`config.mk`:
```
export PLATFORM = sky130hd
export DESIGN_NAME = decimal_seven_segment_formatter_unit_flat
export DESIGN_NICKNAME = d
export VERILOG_FILES = /design/src/rtl/dssf_pkg.sv /design/src/rtl/dssf_if.sv /design/src/rtl/decimal_seven_segment_formatter_unit.sv /design/src/rtl/dssf_bcd_stage.sv /design/src/rtl/dssf_serializer.sv /design/src/flat_wrapper.sv
export SDC_FILE = /design/constraint.sdc
export NUM_CORES = 1
export LEC_CHECK = 0
export BUFFER_PORTS_ARGS = -buffer_cell sky130_fd_sc_hd__buf_2
export CAP_MARGIN = 10
export CORE_MARGIN = 1
export CORE_UTILIZATION = 45
export CTS_CLUSTER_DIAMETER = 60
export CTS_CLUSTER_SIZE = 16
export DETAILED_ROUTE_END_ITERATION = 12
export HOLD_SLACK_MARGIN = 0.02
export PLACE_DENSITY = 0.65
export REMOVE_ABC_BUFFERS = 1
export SYNTH_ARGS = -nofsm -noshare
export SYNTH_HDL_FRONTEND = slang
export SYNTH_SLANG_ARGS = --single-unit
export TNS_END_PERCENT = 100
```
`constraint.sdc`:
```
create_clock -name clock -period 13.9 [get_ports clock]
set_input_delay 0 -clock clock [delete_from_list [all_inputs] [get_ports clock]]
set_output_delay 0 -clock clock [all_outputs]
set_load 0.01 [all_outputs]
```
`src/rtl/dssf_pkg.sv`:
```
// Shared constants, types and functions of the decimal seven-segment formatter.
package dssf_pkg;

   localparam int DIGITS     = 8;
   localparam int BCD_DIGITS = 10;
   localparam int VALUE_W    = 32;
   localparam int COUNT_W    = 4;
   localparam int SEG_W      = 8;
   localparam int CSR_IDX_W  = 2;
   localparam int DIG_IDX_W  = $clog2(DIGITS);
   localparam int STAGES     = 4;
   localparam int STEPS      = VALUE_W / STAGES;

   localparam logic [CSR_IDX_W-1:0] CSR_MINUS    = 2'd0;
   localparam logic [CSR_IDX_W-1:0] CSR_BLANK    = 2'd1;
   localparam logic [CSR_IDX_W-1:0] CSR_OVERFLOW = 2'd2;

   localparam logic [SEG_W-1:0] MINUS_RESET    = 8'h40;
   localparam logic [SEG_W-1:0] BLANK_RESET    = 8'h00;
   localparam logic [SEG_W-1:0] OVERFLOW_RESET = 8'h40;

   typedef struct packed {
      logic                      valid;
      logic                      neg;
      logic [COUNT_W-1:0]        cnt;
      logic [COUNT_W-1:0]        keep;
      logic [VALUE_W-1:0]        bin;
      logic [BCD_DIGITS*4-1:0]   bcd;
   } pipe_type;

   typedef struct packed {
      logic [SEG_W-1:0] minus;
      logic [SEG_W-1:0] blank;
      logic [SEG_W-1:0] overflow;
   } csr_type;

   function automatic logic [SEG_W-1:0] seg_digit(input logic [3:0] d);
      logic [SEG_W-1:0] s;
      case (d)
         4'd0:    s = 8'h3F;
         4'd1:    s = 8'h06;
         4'd2:    s = 8'h5B;
         4'd3:    s = 8'h4F;
         4'd4:    s = 8'h66;
         4'd5:    s = 8'h6D;
         4'd6:    s = 8'h7D;
         4'd7:    s = 8'h07;
         4'd8:    s = 8'h7F;
         4'd9:    s = 8'h6F;
         default: s = 8'h00;
      endcase
      return s;
   endfunction

   // One shift-and-add-3 step of the binary to BCD conversion.
   function automatic pipe_type bcd_step(input pipe_type p);
      pipe_type q;
      logic [BCD_DIGITS*4-1:0] adj;
      q = p;
      for (int i = 0; i < BCD_DIGITS; i++) begin
         adj[i*4 +: 4] = (p.bcd[i*4 +: 4] >= 4'd5) ? p.bcd[i*4 +: 4] + 4'd3
                                                   : p.bcd[i*4 +: 4];
      end
      q.bcd = {adj[BCD_DIGITS*4-2:0], p.bin[VALUE_W-1]};
      q.bin = {p.bin[VALUE_W-2:0], 1'b0};
      return q;
   endfunction

endpackage

```
`src/rtl/dssf_if.sv`:
```
// Handshake channels for the formatter's requests and segment writes.
interface dssf_req_if;
   import dssf_pkg::*;
   logic                       valid;
   logic                       ready;
   logic signed [VALUE_W-1:0]  value;
   logic [COUNT_W-1:0]         digit_count;
   logic [COUNT_W-1:0]         min_shown;
   modport source (output valid, value, digit_count, min_shown, input ready);
   modport sink   (input valid, value, digit_count, min_shown, output ready);
endinterface

interface dssf_rsp_if;
   import dssf_pkg::*;
   logic                valid;
   logic                ready;
   logic [COUNT_W-1:0]  position;
   logic [SEG_W-1:0]    segments;
   logic                last;
   modport source (output valid, position, segments, last, input ready);
   modport sink   (input valid, position, segments, last, output ready);
endinterface

```
`src/rtl/decimal_seven_segment_formatter_unit.sv`:
```
// Top level of the decimal seven-segment formatter.
//
// Usage: present a signed value, a digit count and a count of low digits
// always shown on req_ch; a request transfers when valid and ready are high.
// Each request yields nine segment writes on rsp_ch (position, pattern,
// last on the ninth): a minus sign if negative, blanks above the digits,
// then the digits from the top down with leading zeros blanked, or the
// overflow pattern on every digit if the magnitude does not fit.
// Patterns for minus, blank and overflow are written through the csr_ port;
// the user must write them only while the block is idle, which it does not enforce.
// A request passes the input register, then four binary to BCD stages of
// eight shifts each, then the serializer load before its first write appears.
// Throughput: one request per nine write transfers, set by the serializer
// that emits one write per cycle while the receiver is ready; the pipeline holds further requests.
// Reset clears every valid bit and restores the pattern registers.
// When the receiver stalls the current write holds, and the pipeline stops
// once its last stage holds an item; no request is lost or repeated.
module decimal_seven_segment_formatter_unit
   import dssf_pkg::*;
(
   input  logic                  clock,
   input  logic                  reset,
   dssf_req_if.sink              req_ch,
   dssf_rsp_if.source            rsp_ch,
   input  logic                  csr_write_enable,
   input  logic [CSR_IDX_W-1:0]  csr_index,
   input  logic [SEG_W-1:0]      csr_write_data
);
   csr_type            csr_ff;
   pipe_type           in_ff, in_in;
   pipe_type           stage_q [STAGES+1];
   logic               move, free;
   logic [COUNT_W-1:0] cnt_sat;
   logic [VALUE_W-1:0] raw;

   always_ff @(posedge clock) begin
      if (reset) begin
         csr_ff.minus    <= MINUS_RESET;
         csr_ff.blank    <= BLANK_RESET;
         csr_ff.overflow <= OVERFLOW_RESET;
      end else if (csr_write_enable) begin
         case (csr_index)
            CSR_MINUS:    csr_ff.minus    <= csr_write_data;
            CSR_BLANK:    csr_ff.blank    <= csr_write_data;
            CSR_OVERFLOW: csr_ff.overflow <= csr_write_data;
            default:      ;
         endcase
      end
   end

   // Advance the whole pipeline unless its last stage is held.
   assign move         = !stage_q[STAGES].valid || free;
   assign req_ch.ready = move;

   assign raw     = req_ch.value;
   assign cnt_sat = (req_ch.digit_count > COUNT_W'(DIGITS)) ? COUNT_W'(DIGITS)
                                                            : req_ch.digit_count;
   always_comb begin
      in_in.valid = req_ch.valid;
      in_in.neg   = raw[VALUE_W-1];
      in_in.cnt   = cnt_sat;
      in_in.keep  = (req_ch.min_shown > cnt_sat) ? cnt_sat : req_ch.min_shown;
      in_in.bin   = raw[VALUE_W-1] ? (~raw + 1'b1) : raw;
      in_in.bcd   = '0;
   end

   always_ff @(posedge clock) begin
      if (reset) in_ff.valid <= 1'b0;
      else if (move) in_ff <= in_in;
   end

   assign stage_q[0] = in_ff;

   for (genvar g = 0; g < STAGES; g++) begin : g_bcd
      dssf_bcd_stage u_stage (
         .clock     (clock),
         .reset     (reset),
         .enable    (move),
         .stage_in  (stage_q[g]),
         .stage_out (stage_q[g+1])
      );
   end

   dssf_serializer u_ser (
      .clock  (clock),
      .reset  (reset),
      .item   (stage_q[STAGES]),
      .csr    (csr_ff),
      .free   (free),
      .rsp_ch (rsp_ch)
   );
endmodule

```
`src/rtl/dssf_bcd_stage.sv`:
```
// One register stage of the binary to BCD pipeline: several shift steps.
module dssf_bcd_stage
   import dssf_pkg::*;
(
   input  logic     clock,
   input  logic     reset,
   input  logic     enable,
   input  pipe_type stage_in,
   output pipe_type stage_out
);
   pipe_type stage_ff;
   pipe_type stage_in_c;

   always_comb begin
      stage_in_c = stage_in;
      for (int s = 0; s < STEPS; s++) stage_in_c = bcd_step(stage_in_c);
   end

   always_ff @(posedge clock) begin
      if (reset) stage_ff.valid <= 1'b0;
      else if (enable) stage_ff <= stage_in_c;
   end

   assign stage_out = stage_ff;
endmodule

```
`src/rtl/dssf_serializer.sv`:
```
// Holds one converted item and emits its segment writes one per transfer.
module dssf_serializer
   import dssf_pkg::*;
(
   input  logic              clock,
   input  logic              reset,
   input  pipe_type          item,
   input  csr_type           csr,
   output logic              free,
   dssf_rsp_if.source        rsp_ch
);
   logic                  busy_ff;
   logic [COUNT_W-1:0]    pos_ff, pos_in;
   logic [COUNT_W-1:0]    step_ff;
   logic                  seen_ff;
   logic                  neg_ff;
   logic [COUNT_W-1:0]    cnt_ff;
   logic [COUNT_W-1:0]    keep_ff;
   logic                  ovf_ff, ovf_in;
   logic [3:0]            dig_ff [DIGITS];
   logic                  load, xfer, final_step;
   logic [3:0]            cur_dig;
   logic                  digit_pos;

   assign xfer       = busy_ff && rsp_ch.ready;
   assign final_step = (step_ff == COUNT_W'(DIGITS));
   assign free       = !busy_ff || (xfer && final_step);
   assign load       = item.valid && free;

   always_comb begin
      ovf_in = 1'b0;
      for (int d = 0; d < BCD_DIGITS; d++) begin
         if (COUNT_W'(d) >= item.cnt && item.bcd[d*4 +: 4] != 4'd0) ovf_in = 1'b1;
      end
   end

   assign cur_dig   = dig_ff[pos_ff[DIG_IDX_W-1:0]];
   assign digit_pos = pos_ff < cnt_ff;

   // Walk up from the digit count to the top, then down through the digits.
   always_comb begin
      if (!digit_pos) pos_in = (pos_ff == COUNT_W'(DIGITS)) ? cnt_ff - 1'b1
                                                             : pos_ff + 1'b1;
      else pos_in = pos_ff - 1'b1;
   end

   always_ff @(posedge clock) begin
      if (reset) begin
         busy_ff <= 1'b0;
      end else if (load) begin
         busy_ff <= 1'b1;
         pos_ff  <= item.cnt;
         step_ff <= '0;
         seen_ff <= 1'b0;
         neg_ff  <= item.neg;
         cnt_ff  <= item.cnt;
         keep_ff <= item.keep;
         ovf_ff  <= ovf_in;
         for (int d = 0; d < DIGITS; d++) dig_ff[d] <= item.bcd[d*4 +: 4];
      end else if (xfer) begin
         if (final_step) busy_ff <= 1'b0;
         pos_ff  <= pos_in;
         step_ff <= step_ff + 1'b1;
         if (digit_pos && cur_dig != 4'd0) seen_ff <= 1'b1;
      end
   end

   always_comb begin
      if (!digit_pos) rsp_ch.segments = (neg_ff && pos_ff == cnt_ff) ? csr.minus : csr.blank;
      else if (ovf_ff) rsp_ch.segments = csr.overflow;
      else if (cur_dig != 4'd0 || seen_ff || pos_ff < keep_ff)
         rsp_ch.segments = seg_digit(cur_dig);
      else rsp_ch.segments = csr.blank;
   end

   assign rsp_ch.valid    = busy_ff;
   assign rsp_ch.position = pos_ff;
   assign rsp_ch.last     = final_step;
endmodule

```
`src/flat_wrapper.sv`:
```
// flat-port wrapper written by rule: the top's interface ports become plain ports
module decimal_seven_segment_formatter_unit_flat import dssf_pkg::*;
  (clock, reset, csr_write_enable, csr_index, csr_write_data, req_ch_valid, req_ch_value, req_ch_digit_count, req_ch_min_shown, req_ch_ready, rsp_ch_valid, rsp_ch_position, rsp_ch_segments, rsp_ch_last, rsp_ch_ready);
  dssf_req_if req_ch_i ();
  dssf_rsp_if rsp_ch_i ();
  input  logic clock;
  input  logic reset;
  input  logic csr_write_enable;
  input  logic [CSR_IDX_W-1:0] csr_index;
  input  logic [SEG_W-1:0] csr_write_data;
  input wire logic [$bits(req_ch_i.valid)-1:0] req_ch_valid;
  input wire logic [$bits(req_ch_i.value)-1:0] req_ch_value;
  input wire logic [$bits(req_ch_i.digit_count)-1:0] req_ch_digit_count;
  input wire logic [$bits(req_ch_i.min_shown)-1:0] req_ch_min_shown;
  output wire logic [$bits(req_ch_i.ready)-1:0] req_ch_ready;
  output wire logic [$bits(rsp_ch_i.valid)-1:0] rsp_ch_valid;
  output wire logic [$bits(rsp_ch_i.position)-1:0] rsp_ch_position;
  output wire logic [$bits(rsp_ch_i.segments)-1:0] rsp_ch_segments;
  output wire logic [$bits(rsp_ch_i.last)-1:0] rsp_ch_last;
  input wire logic [$bits(rsp_ch_i.ready)-1:0] rsp_ch_ready;
  assign req_ch_i.valid = req_ch_valid;
  assign req_ch_i.value = req_ch_value;
  assign req_ch_i.digit_count = req_ch_digit_count;
  assign req_ch_i.min_shown = req_ch_min_shown;
  assign req_ch_ready = req_ch_i.ready;
  assign rsp_ch_valid = rsp_ch_i.valid;
  assign rsp_ch_position = rsp_ch_i.position;
  assign rsp_ch_segments = rsp_ch_i.segments;
  assign rsp_ch_last = rsp_ch_i.last;
  assign rsp_ch_i.ready = rsp_ch_ready;
  decimal_seven_segment_formatter_unit u_core (.clock(clock), .reset(reset), .req_ch(req_ch_i), .rsp_ch(rsp_ch_i), .csr_write_enable(csr_write_enable), .csr_index(csr_index), .csr_write_data(csr_write_data));
endmodule
```
==> summary.md <==
| Metric | Value |
|---|---|
| Outcome | `finished clean` |
| Ant. Diodes | `0` |
| Post-synthesis cell count | `3,628` |
| Most area-consuming cells after synthesis | `edfxtp_1 (27%), ha_1 (6.6%), mux2i_1 (4.1%)` |
| Max cap viols | `0` |
| Area Overhead vs Synth | `10.38%` |
| Max transition margin | `22.02%` |
| FF+latch count, synth | `311` |
| FF-to-FF End | `u_core.g_bcd[2].u_stage.stage_out[8]$_DFFE_PP_` |
| DRC viols | `0` |
| Clk_lat worst skew | `0.57 ns` |
| Netlist cell types | `144` |
| WL final | `62.38 mm` |
| RSZ-0062 raised after global routing | `no` |
| TritonCTS buffer count | `38` |
| R2r setup slk | `6.55 ns` |
| Mapped cell area | `0.03138 sq mm` |
| DIE AREA | `0.07079 sq mm` |
| Peak Freq | `0.1361 GHz` |
| Final Hold Fails | `0` |
| Fill cell count | `6,337` |
| Tcrit/Tclk final | `52.87%` |
| CTS tree | `built` |
| Least-Margin Pin Slew | `1.167 ns` |
| Cell mode on critical path | `ha_1` |
| Kind of start point of the critical path | `register` |
| Ys Warns | `0` |
| Clock Skew | `0.04024 ns` |
| Input/output buffers | `69` |
| Drt pass-1 iters | `6` |
| # nets final | `3,937` |
| GP Congestion | `0.8062` |
| Multi-input logic area | `0.02109 sq mm` |
| Core ar. | `0.06883 sq mm` |
| Setup crit start | `u_core.g_bcd[1].u_stage.stage_out[4]$_DFFE_PP_` |
| DIE HEIGHT | `266.1 um` |
| Cell Rows | `96` |
| Setup crit end | `u_core.g_bcd[2].u_stage.stage_out[8]$_DFFE_PP_` |
| FF-to-FF path depth | `32` |
| Critical Path RT | `14.20 ns` |
| CP max stage cell | `or4_1` |
| Dpl hpwl | `44.95 mm` |
| Synth Flop Type | `edfxtp_1` |
| Crit-path max FO | `9` |
| R2r startpoint | `u_core.g_bcd[1].u_stage.stage_out[4]$_DFFE_PP_` |
| Async set or reset register ratio after synthesis | `0%` |
| EDFF count, synth | `278` |
| Vias in the first global route | `24.31k` |
| Initial drt markers | `1,431` |
| Sequential fraction of the synthesis area | `28.71%` |
| Setup bufs post-CTS | `0` |
| Mean area per synthesized cell | `8.648 sq um` |
| Setup TNS | `0 ns` |
| CTS sink count | `311` |
| Synth area leader | `edfxtp_1` |
| Htree depth | `2` |
| Critical path arrival | `7.64 ns` |
| Total track usage | `17.33%` |
| Initial Util | `45.59%` |
| Crit path kind | `reg2reg` |
| Initial antenna violation count | `0` |
| CTS max path bufs | `3` |
| Max incr delay on CP | `0.52 ns` |
| Sequential Area | `0.009009 sq mm` |
| Share of layout cells above drive strength 1 | `11.21%` |
| Grt ovf | `0` |
| Num ports | `70` |
| Fin util | `50.32%` |
| Wire length per cell | `13.34 um` |
| Die width | `266.1 um` |
| Setup violations, final | `0` |
| Setup crit end kind | `register` |
| Routed vias | `26.85k` |
| First-pass GRT wire length | `108.7 mm` |
| Root buffer cell | `clkbuf_16` |
| Reg clk slew, reported paths | `0.07 ns` |
| Vias/cell | `5.742` |
| Area fraction of the dominant cell type after synthesis | `26.61%` |
| Pins over their slew limit | `0` |
| Period minus WS final | `7.348 ns` |
| Pin count of the biggest net entering global routing | `74` |
| Detail Route Antenna Nets | `0` |
| Worst hold-check path type | `in2reg` |
-- how the worst min path moves through the flow --
stage	to	slack (ns)	startpoint	cells past startpoint
2_1_floorplan	u_core.g_bcd[3].u_stage.stage_out[81]$_SDFFE_PP0N_	0.07	reset	1
3_3_place_gp	u_core.in_ff[40]$_DFFE_PP_	0.22	req_ch_value[0]	1
3_5_place_dp	u_core.in_ff[40]$_DFFE_PP_	0.22	req_ch_value[0]	1
4_1_cts	u_core.csr_ff[22]$_SDFFE_PP1P_	0.03	csr_index[1]	4
5_1_grt	u_core.csr_ff[22]$_SDFFE_PP1P_	0.07	csr_index[1]	4
6_report	u_core.csr_ff[22]$_SDFFE_PP1P_	0.07	csr_index[1]	4
-- metal layers --
layer,vias to the layer above,track usage (%),part of all wire (%)
li1,14010,-,-
met1,12420,24.23,51
met2,371,28.88,45
met3,51,1.941,3.1
met4,0,3.308,1.3
met5,-,0,0
-- worst max-delay path, delay by kind of cell (launching register included) --
kind / cells / cell delay [ns]
AND/OR/NAND/NOR: 8 / 1.93
buffers and inverters: 5 / 0.42
AO/OA/AOI/OAI: 10 / 2.38
XOR/XNOR: 1 / 0.10
flip-flops: 1 / 0.46
adder cells (fa/ha/maj): 7 / 1.45
multiplexers: 1 / 0.32
-- synth_stat cells (all sizes together), types with 31 or more instances --
cell    count
mux2i     140
o22ai      45
nor2b      41
xor2       39
a31oi      31
or3        40
edfxtp    278
nand3      88
a21o       49
nand2     305
a211oi     65
xnor2     110
nand2b     70
nor2      318
o21a       43
a211o      39
o31ai      36
nor3       98
inv       216
a21oi     248
or2        57
ha        166
buf        32
clkbuf     83
o21ai     281
dfxtp      33
and2       51
o211ai     67
mux2       55
-- state kept, by name, summed over array words and instances (netlist names), 4 cells and up, named ones only --
register	count
u_core.u_ser.cnt_ff	4
u_core.g_bcd.u_stage.stage_out	190
u_core.u_ser.keep_ff	4
u_core.u_ser.rsp_ch.position	4
u_core.u_ser.step_ff	4
u_core.in_ff	42
u_core.csr_ff	24
u_core.u_ser.dig_ff	32
-- cell type report --
class | count | share of cell area, %
Multi-Input combinational cell | 2984 | 60.90
Sequential cell | 311 | 26.01
Timing Repair Buffer | 163 | 3.634
Tap cell | 931 | 3.363
Clock buffer | 46 | 2.894
Inverter | 218 | 2.363
Clock inverter | 23 | 0.8309
-- what timing repair did --
| action | CTS | global route |
|---|---|---|
| resized for setup | 0 | 0 |
| hold endpoints to repair | 72 | 0 |
| hold buffers | 83 | 0 |
-- metrics by stage --
| step | std cells | instance area [sq um] | hold WS (ns) | setup WS (ns) |
|---|---|---|---|---|
| floorplan | 3513 | 30900 | 0.06907 | 1.027 |
| global placement | 4524 | 32510 | 0.2168 | 6.776 |
| detailed placement | 4524 | 32510 | 0.2154 | 6.641 |
| CTS | 4676 | 34630 | 0.03323 | 6.603 |
| global route | 4676 | 34630 | 0.06987 | 5.771 |
| finish | 4676 | 34630 | 0.07177 | 6.552 |
-- logic make-up after synthesis --
| group | synth area share [%] |
|---|---|
| fa+ha+maj | 6.819 |
| simple gates | 18.68 |
| compound gates | 29.29 |
| flops | 28.71 |
| mux | 7.505 |
| buf+inv | 4.135 |
| xor+xnor | 4.853 |
-- cell usage in the layout (no fill, tap or decap), drive strengths merged, types with 41 or more instances in the layout --
cell type / n
a21oi: 248
ha: 166
a21o: 49
nor3: 98
a211oi: 65
mux2: 55
dlygate4sd3: 83
clkbuf: 46
nand3: 88
o21a: 43
mux2i: 140
o22ai: 45
buf: 80
and2: 51
inv: 224
xnor2: 110
nor2: 318
o21ai: 281
nand2: 305
nor2b: 41
or2: 57
o211ai: 67
nand2b: 70
edfxtp: 278
Power is left out: the tool's default activity adds up to more than one toggle a clock period on the data nets, which glitch-free logic cannot reach.
